--- config.mk ---
export PLATFORM = sky130hd
export DESIGN_NAME = ansi_escape_sequence_parser
export DESIGN_NICKNAME = d
export VERILOG_FILES = /design/src/sv/aesp_pkg.sv /design/src/sv/ansi_escape_sequence_parser.sv
export SDC_FILE = /design/constraint.sdc
export NUM_CORES = 1
export LEC_CHECK = 0
export ABC_AREA = 1
export ABC_CLOCK_PERIOD_IN_PS = 6100
export BUFFER_PORTS_ARGS = -buffer_cell sky130_fd_sc_hd__buf_2
export CAP_MARGIN = 20
export CORE_UTILIZATION = 28
export CTS_CLUSTER_SIZE = 10
export DETAILED_ROUTE_END_ITERATION = 10
export GPL_TIMING_DRIVEN = 0
export PLACE_DENSITY_LB_ADDON = 0.12
export SYNTH_ARGS = -nofsm -noshare
export SYNTH_HDL_FRONTEND = slang
export SYNTH_SLANG_ARGS = --single-unit
--- constraint.sdc ---
create_clock -name clk -period 6.1 [get_ports clk]
set_clock_uncertainty 0.1 [all_clocks]
set_input_delay 0.61 -clock clk [delete_from_list [all_inputs] [get_ports clk]]
set_output_delay 0.61 -clock clk [all_outputs]
set_load 0.005 [all_outputs]
--- src/sv/aesp_pkg.sv ---
// shared types and constants for the terminal escape-sequence parser
// no dependencies

package aesp_pkg;

    localparam int MAX_PARAMS      = 16;
    localparam int STRING_CAPACITY = 256;

    localparam logic [7:0] CH_ESC  = 8'h1B;
    localparam logic [7:0] CH_BEL  = 8'h07;
    localparam logic [7:0] CH_ST   = 8'h9C;
    localparam logic [7:0] CH_HASH = 8'h23;
    localparam logic [7:0] CH_LPAR = 8'h28;
    localparam logic [7:0] CH_RPAR = 8'h29;
    localparam logic [7:0] CH_LBRK = 8'h5B;
    localparam logic [7:0] CH_RBRK = 8'h5D;
    localparam logic [7:0] CH_QMRK = 8'h3F;
    localparam logic [7:0] CH_SEMI = 8'h3B;
    localparam logic [7:0] CH_ZERO = 8'h30;

    typedef enum logic [2:0] {
        KIND_PARAM   = 3'd0,
        KIND_STR     = 3'd1,
        KIND_DONE    = 3'd2,
        KIND_ERR     = 3'd3,
        KIND_ABANDON = 3'd4
    } kind_t;

    typedef struct packed {
        kind_t       kind;
        logic [15:0] param_value;
        logic        param_absent;
        logic [7:0]  char_out;
        logic [7:0]  seq_class;
        logic        extended;
        logic [4:0]  param_count;
        logic        param_overflow;
    } result_t;

    // one accepted byte: an optional parameter result ahead of the main result
    typedef struct packed {
        logic    two;
        result_t first;
        result_t second;
    } item_t;

endpackage

--- src/sv/ansi_escape_sequence_parser.sv ---
// terminal escape-sequence parser: byte automaton, parameter and string capture
// depends on aesp_pkg
//
// usage:
//   s_* channel takes one terminal byte per transaction in s_tdata[7:0].
//   m_* channel returns result records; m_tuser carries the kind, m_tlast
//   marks the last record caused by one input byte. a byte may cause zero,
//   one or two records (two only for a parameter followed by a final byte).
// timing:
//   each accepted byte is classified and its records written into a
//   two-entry result queue in the same cycle; the first record is visible
//   on m_* once that queue entry is registered and reaches the head.
//   one byte per cycle is sustained while m_tready stays high and no byte
//   gives two records; such a byte holds the queue head until both are taken.
// reset:
//   rst_n low returns the automaton to the start state, clears the sequence
//   context and empties the result queue.
// stall:
//   with m_tready low the queue fills after two records-bearing bytes and
//   s_tready drops until the last record of the head entry is taken; nothing is lost.

module ansi_escape_sequence_parser (
    input  logic        clk,
    input  logic        rst_n,
    input  logic        s_tvalid,
    output logic        s_tready,
    input  logic [7:0]  s_tdata,   // in_byte
    output logic        m_tvalid,
    input  logic        m_tready,
    output logic [39:0] m_tdata,   // param_value, param_absent, char_out, seq_class,
                                   // extended, param_count, param_overflow
    output logic [2:0]  m_tuser,   // kind
    output logic        m_tlast    // last
);

    typedef enum logic [2:0] {
        ST_START,
        ST_ESC,
        ST_CSI,
        ST_OSC,
        ST_CLS
    } state_t;

    state_t      state_reg, state_next;
    logic [15:0] acc_reg, acc_next;
    logic        seen_reg, seen_next;
    logic [7:0]  cls_reg, cls_next;
    logic        ext_reg, ext_next;
    logic [4:0]  cnt_reg, cnt_next;
    logic        ovf_reg, ovf_next;
    logic [8:0]  slen_reg, slen_next;

    aesp_pkg::item_t q_reg [2];
    logic            wr_ptr_reg, rd_ptr_reg;
    logic [1:0]      fill_reg;
    logic            phase_reg;

    logic            accept;
    logic [7:0]      c;
    logic            is_cmd, is_dig;
    logic            emit_param, emit_main, to_start;
    aesp_pkg::kind_t main_kind;
    logic [7:0]      main_char;
    logic            store_ok;
    logic [19:0]     acc_mul;
    logic [9:0]      slen_inc;
    logic [15:0]     upd_acc;
    logic            upd_seen;
    logic [7:0]      upd_cls;
    logic            upd_ext;
    logic [4:0]      upd_cnt;
    logic            upd_ovf;
    logic [8:0]      upd_slen;
    state_t          upd_state;
    aesp_pkg::item_t new_item;
    logic            push, pop, out_fire, out_last;
    aesp_pkg::item_t head;
    aesp_pkg::result_t out_res;

    assign accept   = s_tvalid && s_tready;
    assign c        = s_tdata;
    assign is_cmd   = (c inside {[8'h41:8'h5A], [8'h61:8'h7A], [8'h3C:8'h3E]});
    assign is_dig   = (c inside {[8'h30:8'h39]});
    assign store_ok = cnt_reg < 5'(aesp_pkg::MAX_PARAMS);
    assign acc_mul  = ({4'd0, acc_reg} * 20'd10) + {12'd0, c - aesp_pkg::CH_ZERO};
    assign slen_inc = {1'b0, slen_reg} + 10'd1;

    always_comb
    begin
        emit_param = 1'b0;
        emit_main  = 1'b0;
        to_start   = 1'b0;
        main_kind  = aesp_pkg::KIND_ERR;
        main_char  = c;
        upd_acc    = acc_reg;
        upd_seen   = seen_reg;
        upd_cls    = cls_reg;
        upd_ext    = ext_reg;
        upd_cnt    = cnt_reg;
        upd_ovf    = ovf_reg;
        upd_slen   = slen_reg;
        upd_state  = state_reg;
        if (c == aesp_pkg::CH_ESC)
        begin
            emit_main = (state_reg != ST_START);
            main_kind = aesp_pkg::KIND_ABANDON;
            upd_state = ST_ESC;
        end
        else
        begin
            case (state_reg)
                ST_ESC:
                begin
                    if (is_cmd || is_dig)
                    begin
                        emit_main = 1'b1;
                        main_kind = aesp_pkg::KIND_DONE;
                        to_start  = 1'b1;
                    end
                    else if (c == aesp_pkg::CH_HASH || c == aesp_pkg::CH_LPAR
                             || c == aesp_pkg::CH_RPAR)
                    begin
                        upd_cls   = c;
                        upd_state = ST_CLS;
                    end
                    else if (c == aesp_pkg::CH_LBRK)
                    begin
                        upd_cls   = c;
                        upd_state = ST_CSI;
                    end
                    else if (c == aesp_pkg::CH_RBRK)
                    begin
                        upd_cls   = c;
                        upd_state = ST_OSC;
                    end
                    else
                    begin
                        emit_main = 1'b1;
                        to_start  = 1'b1;
                    end
                end
                ST_CSI:
                begin
                    if (is_cmd)
                    begin
                        if (seen_reg)
                        begin
                            emit_param = store_ok;
                            upd_cnt    = cnt_reg + 5'(store_ok);
                            upd_ovf    = ovf_reg | ~store_ok;
                        end
                        emit_main = 1'b1;
                        main_kind = aesp_pkg::KIND_DONE;
                        to_start  = 1'b1;
                    end
                    else if (is_dig)
                    begin
                        upd_acc  = (acc_mul > 20'd65535) ? 16'hFFFF : acc_mul[15:0];
                        upd_seen = 1'b1;
                    end
                    else if (c == aesp_pkg::CH_QMRK)
                    begin
                        upd_ext = 1'b1;
                    end
                    else if (c == aesp_pkg::CH_SEMI)
                    begin
                        emit_param = store_ok;
                        upd_cnt    = cnt_reg + 5'(store_ok);
                        upd_ovf    = ovf_reg | ~store_ok;
                        upd_acc    = 16'd0;
                        upd_seen   = 1'b0;
                    end
                    else
                    begin
                        emit_main = 1'b1;
                        to_start  = 1'b1;
                    end
                end
                ST_OSC:
                begin
                    if (c == aesp_pkg::CH_BEL || c == aesp_pkg::CH_ST)
                    begin
                        emit_main = 1'b1;
                        main_kind = aesp_pkg::KIND_DONE;
                        main_char = 8'd0;
                        to_start  = 1'b1;
                    end
                    else if (slen_inc < 10'(aesp_pkg::STRING_CAPACITY))
                    begin
                        upd_slen  = slen_inc[8:0];
                        emit_main = 1'b1;
                        main_kind = aesp_pkg::KIND_STR;
                    end
                end
                ST_CLS:
                begin
                    emit_main = 1'b1;
                    main_kind = (is_cmd || is_dig) ? aesp_pkg::KIND_DONE : aesp_pkg::KIND_ERR;
                    to_start  = 1'b1;
                end
                default:
                begin
                    emit_main = 1'b1;
                    to_start  = 1'b1;
                end
            endcase
        end
    end

    // parameter result lands in the main slot when it is the only record
    always_comb
    begin
        new_item.first.kind           = aesp_pkg::KIND_PARAM;
        new_item.first.param_value    = seen_reg ? acc_reg : 16'd0;
        new_item.first.param_absent   = ~seen_reg;
        new_item.first.char_out       = 8'd0;
        new_item.first.seq_class      = upd_cls;
        new_item.first.extended       = upd_ext;
        new_item.first.param_count    = upd_cnt;
        new_item.first.param_overflow = upd_ovf;
        new_item.two                  = emit_param && emit_main;
        if (emit_main)
        begin
            new_item.second.kind           = main_kind;
            new_item.second.param_value    = 16'd0;
            new_item.second.param_absent   = 1'b0;
            new_item.second.char_out       = main_char;
            new_item.second.seq_class      = upd_cls;
            new_item.second.extended       = upd_ext;
            new_item.second.param_count    = upd_cnt;
            new_item.second.param_overflow = upd_ovf;
        end
        else
        begin
            new_item.second = new_item.first;
        end
    end

    always_comb
    begin
        state_next = state_reg;
        acc_next   = acc_reg;
        seen_next  = seen_reg;
        cls_next   = cls_reg;
        ext_next   = ext_reg;
        cnt_next   = cnt_reg;
        ovf_next   = ovf_reg;
        slen_next  = slen_reg;
        if (accept)
        begin
            if (to_start || c == aesp_pkg::CH_ESC)
            begin
                state_next = to_start ? ST_START : upd_state;
                acc_next   = 16'd0;
                seen_next  = 1'b0;
                cls_next   = 8'd0;
                ext_next   = 1'b0;
                cnt_next   = 5'd0;
                ovf_next   = 1'b0;
                slen_next  = 9'd0;
            end
            else
            begin
                state_next = upd_state;
                acc_next   = upd_acc;
                seen_next  = upd_seen;
                cls_next   = upd_cls;
                ext_next   = upd_ext;
                cnt_next   = upd_cnt;
                ovf_next   = upd_ovf;
                slen_next  = upd_slen;
            end
        end
    end

    always_ff @(posedge clk or negedge rst_n)
    begin
        if (!rst_n)
        begin
            state_reg <= ST_START;
            acc_reg   <= 16'd0;
            seen_reg  <= 1'b0;
            cls_reg   <= 8'd0;
            ext_reg   <= 1'b0;
            cnt_reg   <= 5'd0;
            ovf_reg   <= 1'b0;
            slen_reg  <= 9'd0;
        end
        else
        begin
            state_reg <= state_next;
            acc_reg   <= acc_next;
            seen_reg  <= seen_next;
            cls_reg   <= cls_next;
            ext_reg   <= ext_next;
            cnt_reg   <= cnt_next;
            ovf_reg   <= ovf_next;
            slen_reg  <= slen_next;
        end
    end

    // result queue
    assign head     = q_reg[rd_ptr_reg];
    assign out_res  = (head.two && !phase_reg) ? head.first : head.second;
    assign out_last = !(head.two && !phase_reg);
    assign out_fire = m_tvalid && m_tready;
    assign pop      = out_fire && out_last;
    assign push     = accept && (emit_param || emit_main);
    assign s_tready = (fill_reg != 2'd2);
    assign m_tvalid = (fill_reg != 2'd0);
    assign m_tuser  = out_res.kind;
    assign m_tlast  = out_last;
    assign m_tdata  = {out_res.param_overflow, out_res.param_count, out_res.extended,
                       out_res.seq_class, out_res.char_out, out_res.param_absent,
                       out_res.param_value};

    always_ff @(posedge clk)
    begin
        if (push)
        begin
            q_reg[wr_ptr_reg] <= new_item;
        end
    end

    always_ff @(posedge clk or negedge rst_n)
    begin
        if (!rst_n)
        begin
            wr_ptr_reg <= 1'b0;
            rd_ptr_reg <= 1'b0;
            fill_reg   <= 2'd0;
            phase_reg  <= 1'b0;
        end
        else
        begin
            if (push)
            begin
                wr_ptr_reg <= ~wr_ptr_reg;
            end
            if (pop)
            begin
                rd_ptr_reg <= ~rd_ptr_reg;
                phase_reg  <= 1'b0;
            end
            else if (out_fire)
            begin
                phase_reg <= 1'b1;
            end
            fill_reg <= fill_reg + 2'(push) - 2'(pop);
        end
    end

endmodule
==> impl_metrics.yaml <==
pwr:
  irDropWorstVdd_mv: 0.1943
  p_per_area_nw_per_um2: 353.5
  p_leak_uw: 0.005184
global_routing:
  grt_pass1_wl_um: 41150
  antenna_found_initial: 4
  grt_pass1_vias: 7408
  grt_max_degree: 62
  grt_overflow: 0
  gr-usage-all-layers_pct: 14.99
sta:
  tightest_slew_ns: 0.8879
  rsz0062_at_grt: "false"
  layout_min_cycle_time_ns: 3.899
  slew_violations: 0
  finalSetupViolCount: 0
  hold_ws_ns: 0.1415
  max_freq_mhz: 256.5
  hold_viol_final: 0
  slew_headroom_pct: 40.81
  post-route-period-util_pct: 63.92
finish:
  finalNetCount: 1239
  multi_input_area_um2: 4280
  final-instance-count-excl-fill: 1649
  synthToLayoutAreaGrowth_pct: 15.75
  final_core_util_pct: 32.88
  fillers: 3631
  largest_reg_flops: 122
  seq_area_um2: 4890
  stdcell_area_um2: 11330
  drive_gt1_share_pct: 14.67
yosys:
  synth_fa_ha_area_share_pct: 6.161
  avgSynthCellArea_um2: 8.891
  synth_mux_area_share_pct: 1.840
  syn_area_um2: 9789
  yosys.area.top_type: "edfxtp_1"
  syn-num-nets: 1160
  syn_inst: 1101
  synth_xor_area_share_pct: 2.326
  ys.flop_type: "edfxtp_1"
  ys_seq_area_share_pct: 49.95
  yosys.area_share.simple_pct: 25.97
  yosys_warnings: 0
  async_reset_ff_share_pct: 28.65
  synth_seq_cells: 171
  ys_top_cells_by_area: "edfxtp_1, dfrtp_1, nand2_1"
  synth_most_common_cell: "nand2_1"
  ys_types: 49
  synth_top_family_by_area: "simple AND/OR/NAND/NOR gates"
  synth_compound_area_share_pct: 7.349
  post_synth_most_frequent_cells: "nand2_1, edfxtp_1, inv_1, nand3_1, nor2_1"
  synth_edf_count: 122
  synth.top_cell.area_share_pct: 37.42
clocking:
  htreeDepth: 4
  cts_resized: 0
  clockBufferDepth: 2
  clk_pin_slew_worst_paths_ns: 0.07
  cts-root-buf: "clkbuf_16"
  clock_latency_ns: 0.43
  cts_buffers: 17
  ctsHoldBuffers: 0
  tritoncts: "yes"
  postCtsSetupBuffers: 0
  clock_sinks: 171
floorplanning:
  row_count: 68
  initial_core_util_pct: 28.41
  die_height_um: 189.0
  ios: 58
  dieArea_um2: 35710
  coreArea_um2: 34460
  dieWidth_um: 189.0
routing:
  vias_per_cell: 4.511
  finalWirelength_um: 25570
  drt_iter0_drc: 406
  vias: 7438
  drc: 0
  drt_first_pass_iters: 5
  wl_per_cell_um: 15.51
  drt.antenna.violating_nets: 0
flow_run:
  maxCapViolCount: 0
critical_path:
  worstPathRequired_ns: 6.33
  regToRegSetupSlack_ns: 2.20
  critPathTopFamily: "adder cells"
  crit_fanout: 10
  cp.arrival_ns: 4.13
  path_buf_inv: 2
  slowest_delay_ns: 0.47
  cp_cell_sequence: "ha_1, ha_1, fa_1, xor2_1, ha_1, nand2_1, o21a_1, nand2_1, inv_1, nor2_1, nand2_1, nor2_2, nand3_1, nand2_1, nand2_1, nor2_4, buf_6, nand3_1, nand2_1, nand2_1"
  cp-end-kind: "flip-flop"
  path_common_cell: "nand2_1"
  path_class: "flip-flop to flip-flop"
  cp-start-kind: "flip-flop"
  cp_slowest_cell: "dfrtp_1"
placement:
  place.gp.congestion: 0.8372
  dp_cells: 1616
  hpwl_um: 19480
  dpl_cell_area_um2: 10730
  port_buffers: 57
run_status:
  status: "finished, final reports clean"
hold_path:
  hold_path_class: "primary input to async pin"
through the flow:
step	power, µW	worst slack (ns)	setup TNS, ns
after global placement	2961	-1.731	-105.30
after CTS	4085	2.151	0
after detailed placement	2967	2.084	0
after floorplan	2369	0.8747	0
after global routing	4265	1.831	0
final	4005	2.201	0
logic make-up after synthesis:
group | after synthesis
AND/OR/NAND/NOR | 556
flip-flops | 171
buffers and inverters | 159
XOR/XNOR | 26
multiplexers | 18
adder cells (fa/ha/maj) | 47
AO/OA/AOI/OAI | 124
final timing paths:
| kind | end | depth (start not counted) | from |
|---|---|---|---|
| setup / recovery | acc_reg[5] | 20 | acc_reg[1] |
| hold / removal | cls_reg[4] | 1 | rst_n |
| setup reg to reg | acc_reg[5] | 20 | acc_reg[1] |
| hold reg to reg | wr_ptr_reg | 2 | wr_ptr_reg |
| max in group asynchronous | acc_reg[13] | 2 | rst_n |
| min in group clk | phase_reg | 3 | m_tready |
area by class of cell:
type	instances	area share, %
antenna	1	0.02208
inverter	129	4.295
clock inverter	13	1.469
tap	455	5.024
multi-input combinational	771	37.78
clock buffer	19	3.821
buffer	30	1.259
sequential	171	43.15
timing repair buffer	60	3.180
placed cells by master (no fill, tap or decap), drive strengths merged, types with 2 or more instances in the layout:
| master | n |
|---|---|
| clkinv | 7 |
| a31oi | 2 |
| edfxtp | 122 |
| ha | 45 |
| clkinvlp | 2 |
| nand4 | 13 |
| nor3 | 20 |
| nor2 | 75 |
| mux2i | 18 |
| xor2 | 15 |
| xnor2 | 11 |
| or2 | 19 |
| buf | 73 |
| o211ai | 19 |
| o22ai | 2 |
| dfrtp | 49 |
| a21oi | 44 |
| clkbuf | 36 |
| nand2 | 330 |
| nand3 | 93 |
| o21ai | 51 |
| fa | 2 |
| bufinv | 3 |
| nand3b | 3 |
| inv | 130 |
| o21bai | 2 |
worst register-to-register path: stages (launching register included):
cell and delay [ns]:
dfrtp_1 0.47, ha_1 0.33, ha_1 0.27, fa_1 0.47, xor2_1 0.18, ha_1 0.39, nand2_1 0.10, o21a_1 0.19
nand2_1 0.13, inv_1 0.05, nor2_1 0.10, nand2_1 0.07, nor2_2 0.15, nand3_1 0.09, nand2_1 0.06, nand2_1 0.07
nor2_4 0.20, buf_6 0.17, nand3_1 0.07, nand2_1 0.07, nand2_1 0.05
where the power goes:
group          switching [µW]  leakage, µW  internal (µW)
clock network             462     0.000286            648
logic                     879      0.00308            455
registers                49.5      0.00182           1510
metal layers:
metal | wire length [µm] | GRT usage, % | up-vias | share of wire, %
met1 | 12960 | 20.77 | 3488 | 51
met4 | 213 | 3.257 | 4 | 0.83
met2 | 11550 | 24.08 | 88 | 45
met5 | 23 | 0 | - | 0.090
li1 | - | - | 3838 | -
met3 | 824 | 2.984 | 20 | 3.2
Note: power is estimated with default switching activity, not from simulation.
